===== src/sv/dct8_pkg.sv =====
// Package for the 8-point forward DCT butterfly core.
// Holds the rotation constants, the fixed widths and the default sample width.
// No dependencies.
package dct8_pkg;

    // Default width of one input sample.
    localparam int SAMPLE_BITS_DEF = 9;

    // Width of one output coefficient.
    localparam int COEF_BITS = 12;

    // Rotation constants are fractions c/65536. They are held as signed values wide
    // enough to stay positive.
    localparam int K_BITS    = 17;
    localparam int FRAC_BITS = 16;

    localparam logic signed [K_BITS-1:0] K_C1S7 = 17'sd64277;
    localparam logic signed [K_BITS-1:0] K_C2S6 = 17'sd60547;
    localparam logic signed [K_BITS-1:0] K_C3S5 = 17'sd54491;
    localparam logic signed [K_BITS-1:0] K_C4S4 = 17'sd46341;
    localparam logic signed [K_BITS-1:0] K_C5S3 = 17'sd36410;
    localparam logic signed [K_BITS-1:0] K_C6S2 = 17'sd25080;
    localparam logic signed [K_BITS-1:0] K_C7S1 = 17'sd12785;

    // Number of register stages from input to output.
    localparam int PIPE_STAGES = 6;

endpackage


===== src/sv/dct8_forward_butterfly_core.sv =====
// Top level of the 8-point forward DCT core: a six-stage butterfly and rotation pipeline.
// It depends on dct8_pkg for the constants and the default widths.
//
//  channel  direction  handshake                  payload
//  input    in         i_in_valid / o_in_ready    i_sample0 .. i_sample7 (SAMPLE_BITS each)
//  output   out        o_out_valid / i_out_ready  o_coef0 .. o_coef7 (12 bits each)
//
// The core takes one beat of eight samples in every cycle while the output beat is not held,
// and returns one beat of eight coefficients for each through its output register.
// Two levels of constant multiplication set the depth. Each multiplier level has a
// register after it, and the butterflies, the rounding and the saturation sit in the
// stages before, between and after them.
// i_rst_n is synchronous and active low. It clears only the stage valid bits; the data
// registers are not reset.
// When the output beat is held, the whole pipeline stops. Every stage keeps its data and
// its valid bit, so no beat is lost or repeated. A pipeline with empty stages keeps
// taking beats until the output register is full and stalled.
module dct8_forward_butterfly_core
    import dct8_pkg::*;
#(
    parameter int SAMPLE_BITS = SAMPLE_BITS_DEF
) (
    input  logic                         i_clk,
    input  logic                         i_rst_n,
    input  logic                         i_in_valid,
    output logic                         o_in_ready,
    input  logic signed [SAMPLE_BITS-1:0] i_sample0,
    input  logic signed [SAMPLE_BITS-1:0] i_sample1,
    input  logic signed [SAMPLE_BITS-1:0] i_sample2,
    input  logic signed [SAMPLE_BITS-1:0] i_sample3,
    input  logic signed [SAMPLE_BITS-1:0] i_sample4,
    input  logic signed [SAMPLE_BITS-1:0] i_sample5,
    input  logic signed [SAMPLE_BITS-1:0] i_sample6,
    input  logic signed [SAMPLE_BITS-1:0] i_sample7,
    output logic                         o_out_valid,
    input  logic                         i_out_ready,
    output logic signed [COEF_BITS-1:0]  o_coef0,
    output logic signed [COEF_BITS-1:0]  o_coef1,
    output logic signed [COEF_BITS-1:0]  o_coef2,
    output logic signed [COEF_BITS-1:0]  o_coef3,
    output logic signed [COEF_BITS-1:0]  o_coef4,
    output logic signed [COEF_BITS-1:0]  o_coef5,
    output logic signed [COEF_BITS-1:0]  o_coef6,
    output logic signed [COEF_BITS-1:0]  o_coef7
);

    // Widths follow from the sample width.
    // AW: first butterfly. EW: four-term sums for coefficients 0 and 4.
    // DW: the other second-level sums and differences.
    localparam int AW   = SAMPLE_BITS + 1;
    localparam int EW   = SAMPLE_BITS + 3;
    localparam int DW   = SAMPLE_BITS + 2;
    localparam int EPW  = EW + K_BITS;       // product of an EW-wide term
    localparam int DPW  = DW + K_BITS;       // product of a DW-wide term
    localparam int DPW1 = DPW + 1;           // sum of two such products
    localparam int CW   = DPW - FRAC_BITS;   // shared cos(pi/4) term after floor
    localparam int OW   = CW + 2;            // odd rotation inputs
    localparam int QW   = OW + K_BITS;       // product of an odd rotation input
    localparam int QW1  = QW + 1;            // sum of two such products
    localparam int SATW = QW1 - FRAC_BITS;   // widest value that is saturated

    localparam logic signed [SATW-1:0] SAT_HI = SATW'((1 << (COEF_BITS - 1)) - 1);
    localparam logic signed [SATW-1:0] SAT_LO = SATW'(-(1 << (COEF_BITS - 1)));

    function automatic logic signed [COEF_BITS-1:0] sat_coef(
        input logic signed [SATW-1:0] v
    );
        logic signed [SATW-1:0] c;
        begin
            c = v;
            if (v > SAT_HI) begin
                c = SAT_HI;
            end else if (v < SAT_LO) begin
                c = SAT_LO;
            end
            return COEF_BITS'(c);
        end
    endfunction

    // Pipeline control: one shared advance for every stage.
    logic [PIPE_STAGES-1:0] r_vld;
    logic [PIPE_STAGES-1:0] n_vld;
    logic                   w_adv;

    assign w_adv      = !r_vld[PIPE_STAGES-1] || i_out_ready;
    assign o_in_ready = w_adv;
    assign n_vld      = {r_vld[PIPE_STAGES-2:0], i_in_valid};

    always_ff @(posedge i_clk) begin
        if (!i_rst_n) begin
            r_vld <= '0;
        end else if (w_adv) begin
            r_vld <= n_vld;
        end
    end

    // Stage 1: sums and differences of sample pairs.
    logic signed [AW-1:0] r_a0, r_a1, r_a2, r_a3, r_a4, r_a5, r_a6, r_a7;
    logic signed [AW-1:0] n_a0, n_a1, n_a2, n_a3, n_a4, n_a5, n_a6, n_a7;

    always_comb begin
        n_a0 = AW'(i_sample0) + AW'(i_sample7);
        n_a1 = AW'(i_sample1) + AW'(i_sample2);
        n_a2 = AW'(i_sample3) + AW'(i_sample4);
        n_a3 = AW'(i_sample5) + AW'(i_sample6);
        n_a4 = AW'(i_sample5) - AW'(i_sample6);
        n_a5 = AW'(i_sample3) - AW'(i_sample4);
        n_a6 = AW'(i_sample1) - AW'(i_sample2);
        n_a7 = AW'(i_sample0) - AW'(i_sample7);
    end

    // Stage 2: second butterfly level and the inputs of the first multiplier level.
    logic signed [EW-1:0] r_e0, r_e4, n_e0, n_e4;
    logic signed [DW-1:0] r_u2, r_v2, r_d3, r_d4, n_u2, n_v2, n_d3, n_d4;
    logic signed [AW-1:0] r_a5_s2, r_a7_s2;

    always_comb begin
        n_e0 = (EW'(r_a0) + EW'(r_a2)) + (EW'(r_a1) + EW'(r_a3));
        n_e4 = (EW'(r_a0) + EW'(r_a2)) - (EW'(r_a1) + EW'(r_a3));
        n_u2 = DW'(r_a0) - DW'(r_a2);
        n_v2 = DW'(r_a6) - DW'(r_a4);
        n_d3 = DW'(r_a1) - DW'(r_a3);
        n_d4 = DW'(r_a6) + DW'(r_a4);
    end

    // Stage 3: first multiplier level. One product per register.
    logic signed [EPW-1:0] r_p0, r_p4, n_p0, n_p4;
    logic signed [DPW-1:0] r_p2a, r_p2b, r_p6a, r_p6b, r_pc3, r_pc4;
    logic signed [DPW-1:0] n_p2a, n_p2b, n_p6a, n_p6b, n_pc3, n_pc4;
    logic signed [AW-1:0]  r_a5_s3, r_a7_s3;

    always_comb begin
        n_p0  = EPW'(r_e0) * EPW'(K_C4S4);
        n_p4  = EPW'(r_e4) * EPW'(K_C4S4);
        n_p2a = DPW'(r_u2) * DPW'(K_C2S6);
        n_p2b = DPW'(r_v2) * DPW'(K_C6S2);
        n_p6a = DPW'(r_u2) * DPW'(K_C6S2);
        n_p6b = DPW'(r_v2) * DPW'(K_C2S6);
        n_pc3 = DPW'(r_d3) * DPW'(K_C4S4);
        n_pc4 = DPW'(r_d4) * DPW'(K_C4S4);
    end

    // Stage 4: the even coefficients are floored and saturated. The shared
    // cos(pi/4) terms feed the butterflies for the odd rotations.
    logic signed [COEF_BITS-1:0] r_y0, r_y2, r_y4, r_y6, n_y0, n_y2, n_y4, n_y6;
    logic signed [OW-1:0]        r_u1, r_v1, r_u3, r_v3, n_u1, n_v1, n_u3, n_v3;
    logic signed [DPW1-1:0]      w_s2, w_s6, w_c4neg;
    logic signed [CW-1:0]        w_c3;
    logic signed [CW:0]          w_c4;

    always_comb begin
        w_s2    = DPW1'(r_p2a) + DPW1'(r_p2b);
        w_s6    = DPW1'(r_p6a) - DPW1'(r_p6b);
        w_c4neg = -DPW1'(r_pc4);
        // Taking the upper bits of a two's complement value floors it.
        w_c3    = $signed(r_pc3[DPW-1:FRAC_BITS]);
        w_c4    = $signed(w_c4neg[DPW1-1:FRAC_BITS]);
        n_y0    = sat_coef(SATW'($signed(r_p0[EPW-1:FRAC_BITS])));
        n_y4    = sat_coef(SATW'($signed(r_p4[EPW-1:FRAC_BITS])));
        n_y2    = sat_coef(SATW'($signed(w_s2[DPW1-1:FRAC_BITS])));
        n_y6    = sat_coef(SATW'($signed(w_s6[DPW1-1:FRAC_BITS])));
        n_u1    = OW'(r_a7_s3) + OW'(w_c3);
        n_v1    = OW'(w_c4) - OW'(r_a5_s3);
        n_u3    = OW'(r_a7_s3) - OW'(w_c3);
        n_v3    = OW'(w_c4) + OW'(r_a5_s3);
    end

    // Stage 5: second multiplier level for the odd rotations.
    logic signed [QW-1:0] r_q1a, r_q1b, r_q7a, r_q7b, r_q3a, r_q3b, r_q5a, r_q5b;
    logic signed [QW-1:0] n_q1a, n_q1b, n_q7a, n_q7b, n_q3a, n_q3b, n_q5a, n_q5b;
    logic signed [COEF_BITS-1:0] r_y0_s5, r_y2_s5, r_y4_s5, r_y6_s5;

    always_comb begin
        n_q1a = QW'(r_u1) * QW'(K_C1S7);
        n_q1b = QW'(r_v1) * QW'(K_C7S1);
        n_q7a = QW'(r_u1) * QW'(K_C7S1);
        n_q7b = QW'(r_v1) * QW'(K_C1S7);
        n_q3a = QW'(r_u3) * QW'(K_C3S5);
        n_q3b = QW'(r_v3) * QW'(K_C5S3);
        n_q5a = QW'(r_u3) * QW'(K_C5S3);
        n_q5b = QW'(r_v3) * QW'(K_C3S5);
    end

    // Stage 6: odd coefficients are summed, floored and saturated into the output register.
    logic signed [COEF_BITS-1:0] r_coef0, r_coef1, r_coef2, r_coef3;
    logic signed [COEF_BITS-1:0] r_coef4, r_coef5, r_coef6, r_coef7;
    logic signed [COEF_BITS-1:0] n_coef1, n_coef3, n_coef5, n_coef7;
    logic signed [QW1-1:0]       w_s1, w_s7, w_s3, w_s5;

    always_comb begin
        w_s1    = QW1'(r_q1a) - QW1'(r_q1b);
        w_s7    = QW1'(r_q7a) + QW1'(r_q7b);
        w_s3    = QW1'(r_q3a) - QW1'(r_q3b);
        w_s5    = QW1'(r_q5a) + QW1'(r_q5b);
        n_coef1 = sat_coef($signed(w_s1[QW1-1:FRAC_BITS]));
        n_coef7 = sat_coef($signed(w_s7[QW1-1:FRAC_BITS]));
        n_coef3 = sat_coef($signed(w_s3[QW1-1:FRAC_BITS]));
        n_coef5 = sat_coef($signed(w_s5[QW1-1:FRAC_BITS]));
    end

    // Data registers: no reset, all advance together.
    always_ff @(posedge i_clk) begin
        if (w_adv) begin
            r_a0    <= n_a0;
            r_a1    <= n_a1;
            r_a2    <= n_a2;
            r_a3    <= n_a3;
            r_a4    <= n_a4;
            r_a5    <= n_a5;
            r_a6    <= n_a6;
            r_a7    <= n_a7;

            r_e0    <= n_e0;
            r_e4    <= n_e4;
            r_u2    <= n_u2;
            r_v2    <= n_v2;
            r_d3    <= n_d3;
            r_d4    <= n_d4;
            r_a5_s2 <= r_a5;
            r_a7_s2 <= r_a7;

            r_p0    <= n_p0;
            r_p4    <= n_p4;
            r_p2a   <= n_p2a;
            r_p2b   <= n_p2b;
            r_p6a   <= n_p6a;
            r_p6b   <= n_p6b;
            r_pc3   <= n_pc3;
            r_pc4   <= n_pc4;
            r_a5_s3 <= r_a5_s2;
            r_a7_s3 <= r_a7_s2;

            r_y0    <= n_y0;
            r_y2    <= n_y2;
            r_y4    <= n_y4;
            r_y6    <= n_y6;
            r_u1    <= n_u1;
            r_v1    <= n_v1;
            r_u3    <= n_u3;
            r_v3    <= n_v3;

            r_q1a   <= n_q1a;
            r_q1b   <= n_q1b;
            r_q7a   <= n_q7a;
            r_q7b   <= n_q7b;
            r_q3a   <= n_q3a;
            r_q3b   <= n_q3b;
            r_q5a   <= n_q5a;
            r_q5b   <= n_q5b;
            r_y0_s5 <= r_y0;
            r_y2_s5 <= r_y2;
            r_y4_s5 <= r_y4;
            r_y6_s5 <= r_y6;

            r_coef0 <= r_y0_s5;
            r_coef2 <= r_y2_s5;
            r_coef4 <= r_y4_s5;
            r_coef6 <= r_y6_s5;
            r_coef1 <= n_coef1;
            r_coef3 <= n_coef3;
            r_coef5 <= n_coef5;
            r_coef7 <= n_coef7;
        end
    end

    assign o_out_valid = r_vld[PIPE_STAGES-1];
    assign o_coef0     = r_coef0;
    assign o_coef1     = r_coef1;
    assign o_coef2     = r_coef2;
    assign o_coef3     = r_coef3;
    assign o_coef4     = r_coef4;
    assign o_coef5     = r_coef5;
    assign o_coef6     = r_coef6;
    assign o_coef7     = r_coef7;

`ifndef SYNTHESIS
    // Each valid bit moves exactly one stage on an advance. No beat is dropped or invented.
    a_vld_shift: assert property (@(posedge i_clk) disable iff (!i_rst_n)
        w_adv |=> r_vld[PIPE_STAGES-1:1] == $past(r_vld[PIPE_STAGES-2:0]))
        else $error("stage valid bits did not shift on advance");

    // An accepted input beat always lands in the first stage.
    a_vld_enter: assert property (@(posedge i_clk) disable iff (!i_rst_n)
        w_adv |=> r_vld[0] == $past(i_in_valid))
        else $error("first stage valid does not match the accepted input");

    // A stall freezes every stage.
    a_vld_hold: assert property (@(posedge i_clk) disable iff (!i_rst_n)
        !w_adv |=> $stable(r_vld))
        else $error("stage valid bits changed during a stall");

    // Reset empties the pipeline.
    a_rst_empty: assert property (@(posedge i_clk)
        !i_rst_n |=> r_vld == '0)
        else $error("pipeline not empty after reset");
`endif

endmodule

===== config.mk =====
export PLATFORM = sky130hd
export DESIGN_NAME = dct8_forward_butterfly_core
export DESIGN_NICKNAME = d
export VERILOG_FILES = /design/src/sv/dct8_pkg.sv /design/src/sv/dct8_forward_butterfly_core.sv
export SDC_FILE = /design/constraint.sdc
export NUM_CORES = 2
export LEC_CHECK = 0
export ABC_CLOCK_PERIOD_IN_PS = 30500
export BUFFER_PORTS_ARGS = -buffer_cell sky130_fd_sc_hd__buf_2
export CORE_MARGIN = 4
export CORE_UTILIZATION = 60
export CTS_CLUSTER_DIAMETER = 120
export DETAILED_ROUTE_END_ITERATION = 10
export PLACE_DENSITY_LB_ADDON = 0.15
export SYNTH_ARGS = -nofsm -noshare
export SYNTH_HDL_FRONTEND = slang
export SYNTH_SLANG_ARGS = --single-unit
export TNS_END_PERCENT = 20

===== constraint.sdc =====
create_clock -name i_clk -period 30.5 [get_ports i_clk]
set_input_delay 0 -clock i_clk [delete_from_list [all_inputs] [get_ports i_clk]]
set_output_delay 0 -clock i_clk [all_outputs]
set_load 0.1 [all_outputs]

==> impl_metrics.py <==
metrics = {
    "cts": {
        "cts_root_buffer": "clkbuf_16",
        "cts_sinks": 825,
        "cts.clk_slew.worst_paths_ns": 0.06,
        "numCtsBuffers": 96,
        "cts_tree": "built",
        "clkLatencyLatePin_ns": 0.73,
        "post_cts_resized": 0,
        "clk_path_buf_depth": 3,
        "htree_levels": 3,
    },
    "detailed_routing": {
        "drtIter0Drc": 2740,
        "vias": 55800,
        "drc": 0,
        "postRouteAntennaNets": 0,
        "via_per_inst": 5.41,
        "drtPass1Iterations": 7,
        "wl_per_cell_um": 18.7,
        "finalWirelength_um": 193000,
    },
    "sta": {
        "worstMarginPinSlew_ns": 1.29,
        "finalSetupTns_ns": 0,
        "fmax_mhz": 148,
        "slew_headroom_pct": 13.4,
        "rsz0062_at_grt": "no",
        "setup_ws_ns": 23.74,
        "final_hold_viol_count": 0,
        "fin_skew_ns": 0.0566,
        "final-setup-viol-count": 0,
        "finalCritPeriodShare_pct": 22.2,
        "slew_violations": 0,
        "fin_crit_ns": 6.76,
    },
    "critical_path": {
        "startpoint_type": "flip-flop",
        "worstPathArrival_ns": 7.23,
        "crit_type": "flip-flop to flip-flop",
        "r2r_start": "r_v1[0]",
        "worstPathRequired_ns": 30.97,
        "rr_worst_depth": 20,
        "end_kind": "flip-flop",
        "cp-startpoint": "r_v1[0]",
        "critical_path_peak_fanout": 13,
    },
    "placement": {
        "gp_congestion": 0.934,
        "hpwl_um": 161000,
        "dp_slack_ns": 23.74,
        "numPortBuffers": 173,
    },
    "synthesis": {
        "synth.area.mux_share_pct": 0.122,
        "synthSimpleGateAreaFrac_pct": 5.51,
        "ys_async_sr_fraction_pct": 0,
        "synth_top_area_share_pct": 28.2,
        "synth_area_per_cell_um2": 11.0,
        "syn_inst": 7908,
        "synth_top_family_by_area": "adder cells",
        "synth-compound-area-share_pct": 8.58,
        "ys.flop_type": "edfxtp_1",
        "synth-xor-area-share_pct": 5.08,
        "yosysUniqueCellTypes": 90,
        "synthAdderAreaFrac_pct": 44.7,
        "seq_area_frac_synth_pct": 28.4,
        "synth_edf_count": 819,
        "ys_ff_latch": 825,
        "synth_area_leaders": "edfxtp_1 (28%), ha_1 (26%), fa_1 (18%)",
        "synth-warning-count": 0,
        "syn-cell-area_mm2": 0.0871,
        "synth_area_leader_cell": "edfxtp_1",
        "syn_nets": 10600,
    },
    "floorplanning": {
        "fp-row-count": 139,
        "initial_core_util_pct": 60.5,
        "fp.dieH_um": 389,
        "die_area_mm2": 0.151,
        "ioPinCount": 174,
        "die_w_um": 389,
        "core_area_mm2": 0.144,
    },
    "finish": {
        "drive_gt1_share_pct": 4.66,
        "syn_to_final_growth_pct": 9.34,
        "fin_util_pct": 66.2,
        "final_nets": 11000,
    },
    "global_route": {
        "antenna_found_initial": 9,
        "grt_overflow_total": 0,
        "grt_max_degree": 170,
        "grt_usage_pct": 26.1,
        "grt_pass1_wl_um": 312000,
        "grt_pass1_vias": 58400,
    },
    "job": {
        "cap_viol_max_count": 0,
    },
    "status": {
        "status": "complete, no violations",
    },
    "hold_path": {
        "hold_path.startpoint": "i_sample0[0]",
        "whs_path_depth": 6,
        "hold_path.class": "input pin to flip-flop",
    },
}
## Yosys cell counts, types with 7 or more instances
master / number
xnor2_1: 349
nor3_1: 88
nand2_1: 197
o2111ai_1: 9
o21ai_1: 23
a2111oi_0: 7
inv_1: 1737
o21ai_0: 208
o31ai_1: 14
and3_1: 49
nand4_1: 16
a21boi_0: 22
a41oi_1: 9
fa_1: 797
nor2b_1: 53
or2_2: 22
and4_1: 11
nand2b_1: 65
nand3_1: 73
a21oi_1: 368
nor2_1: 355
ha_1: 1835
a31o_2: 11
or3_1: 19
o21bai_1: 103
a21o_1: 174
a41o_1: 8
xor2_1: 156
o22ai_1: 18
o211ai_1: 20
edfxtp_1: 819
o21a_1: 49
a31oi_1: 28
and2_1: 24
a211oi_1: 27
nor4_1: 8
clkbuf_1: 16
## worst paths after layout
| path | slack (ns) | end |
|---|---|---|
| min reg2reg | 0.41 | r_a5_s3[5] |
| max reg2reg | 23.74 | r_q5b[29] |
| max | 23.74 | r_q5b[29] |
| min | 0.08 | r_a0[3] |
## routing by layer
metal / up-vias / track usage (%) / wire [µm]
met5: - / 0 / 25
met4: 4 / 7.55 / 5710
met3: 268 / 2.89 / 7880
met2: 948 / 44.1 / 92300
met1: 27200 / 35.7 / 87300
li1: 27400 / - / -
## flip-flops by register name, indices dropped and copies added (netlist names), 14 cells and up
| name | flops |
|---|---|
| r_p2a | 27 |
| r_p2b | 22 |
| r_p6a | 22 |
| r_p6b | 28 |
| r_pc4 | 27 |
| r_q1a | 30 |
| r_q1b | 29 |
| r_q3a | 29 |
| r_q3b | 29 |
| r_q5a | 28 |
| r_q5b | 30 |
| r_q7a | 26 |
| r_q7b | 29 |
| r_v1 | 14 |
## through the flow
stage / cells / hold slack [ns] / area [µm²]
floorplan: 7908 / 0.118 / 87100
global placement: 9975 / 0.257 / 90300
detailed placement: 9975 / 0.272 / 90300
CTS: 10300 / 0.0162 / 95200
global route: 10300 / 0.112 / 95200
finish: 10300 / 0.0771 / 95200
## cell families (layout without fill, tap and decap cells)
family,Yosys count,after routing
flops,825,825
mux,10,10
other cells,0,4
xor+xnor,505,505
simple gates,1006,1006
fa+ha+maj,2633,2633
compound gates,1168,1168
buf+inv,1761,2264
## final cells by class
type                       count  area [µm²]
multi-input combinational   5322       55700
fill                       11100       48600
sequential                   825       24700
inverter                    1737        6530
timing repair buffer         349        2600
clock buffer                 112        2480
tap                         1903        2380
clock inverter                66         758
antenna                        4        10.0
## worst max-delay path, cell delays in order (launching register included)
cell      delay (ns)
edfxtp_1        0.73
ha_1            0.68
inv_1           0.12
fa_1            0.48
fa_1            0.55
inv_1           0.05
ha_1            0.28
fa_1            0.52
fa_1            0.44
ha_1            0.22
or3_1           0.40
o22ai_1         0.32
o21ai_0         0.16
o22ai_1         0.24
o21ai_1         0.18
a211oi_1        0.28
o31ai_1         0.16
o41ai_2         0.29
o21bai_1        0.12
a21oi_1         0.19
xnor2_1         0.09
## timing repair
item / in CTS / in global routing
hold buffers: 160 / 0
setup buffers: 0 / 0
endpoints found under the hold margin: 82 / 0
## placed cells by master (no fill, tap or decap), drive strengths merged, types with 89 or more instances in the layout
cell         netlist  final
xor2             156    156
dlygate4sd3        0    160
inv             1737   1745
a21oi            370    370
nor2             355    355
edfxtp           819    819
nor3              89     89
a21o             174    174
o21bai           103    103
o21ai            232    232
ha              1835   1835
fa               797    797
clkbuf            16    112
nand2            197    197
xnor2            349    349
buf                8    189
Power is not shown: default switching activity piles up to over one toggle a cycle in this logic, so the estimate is an artifact.
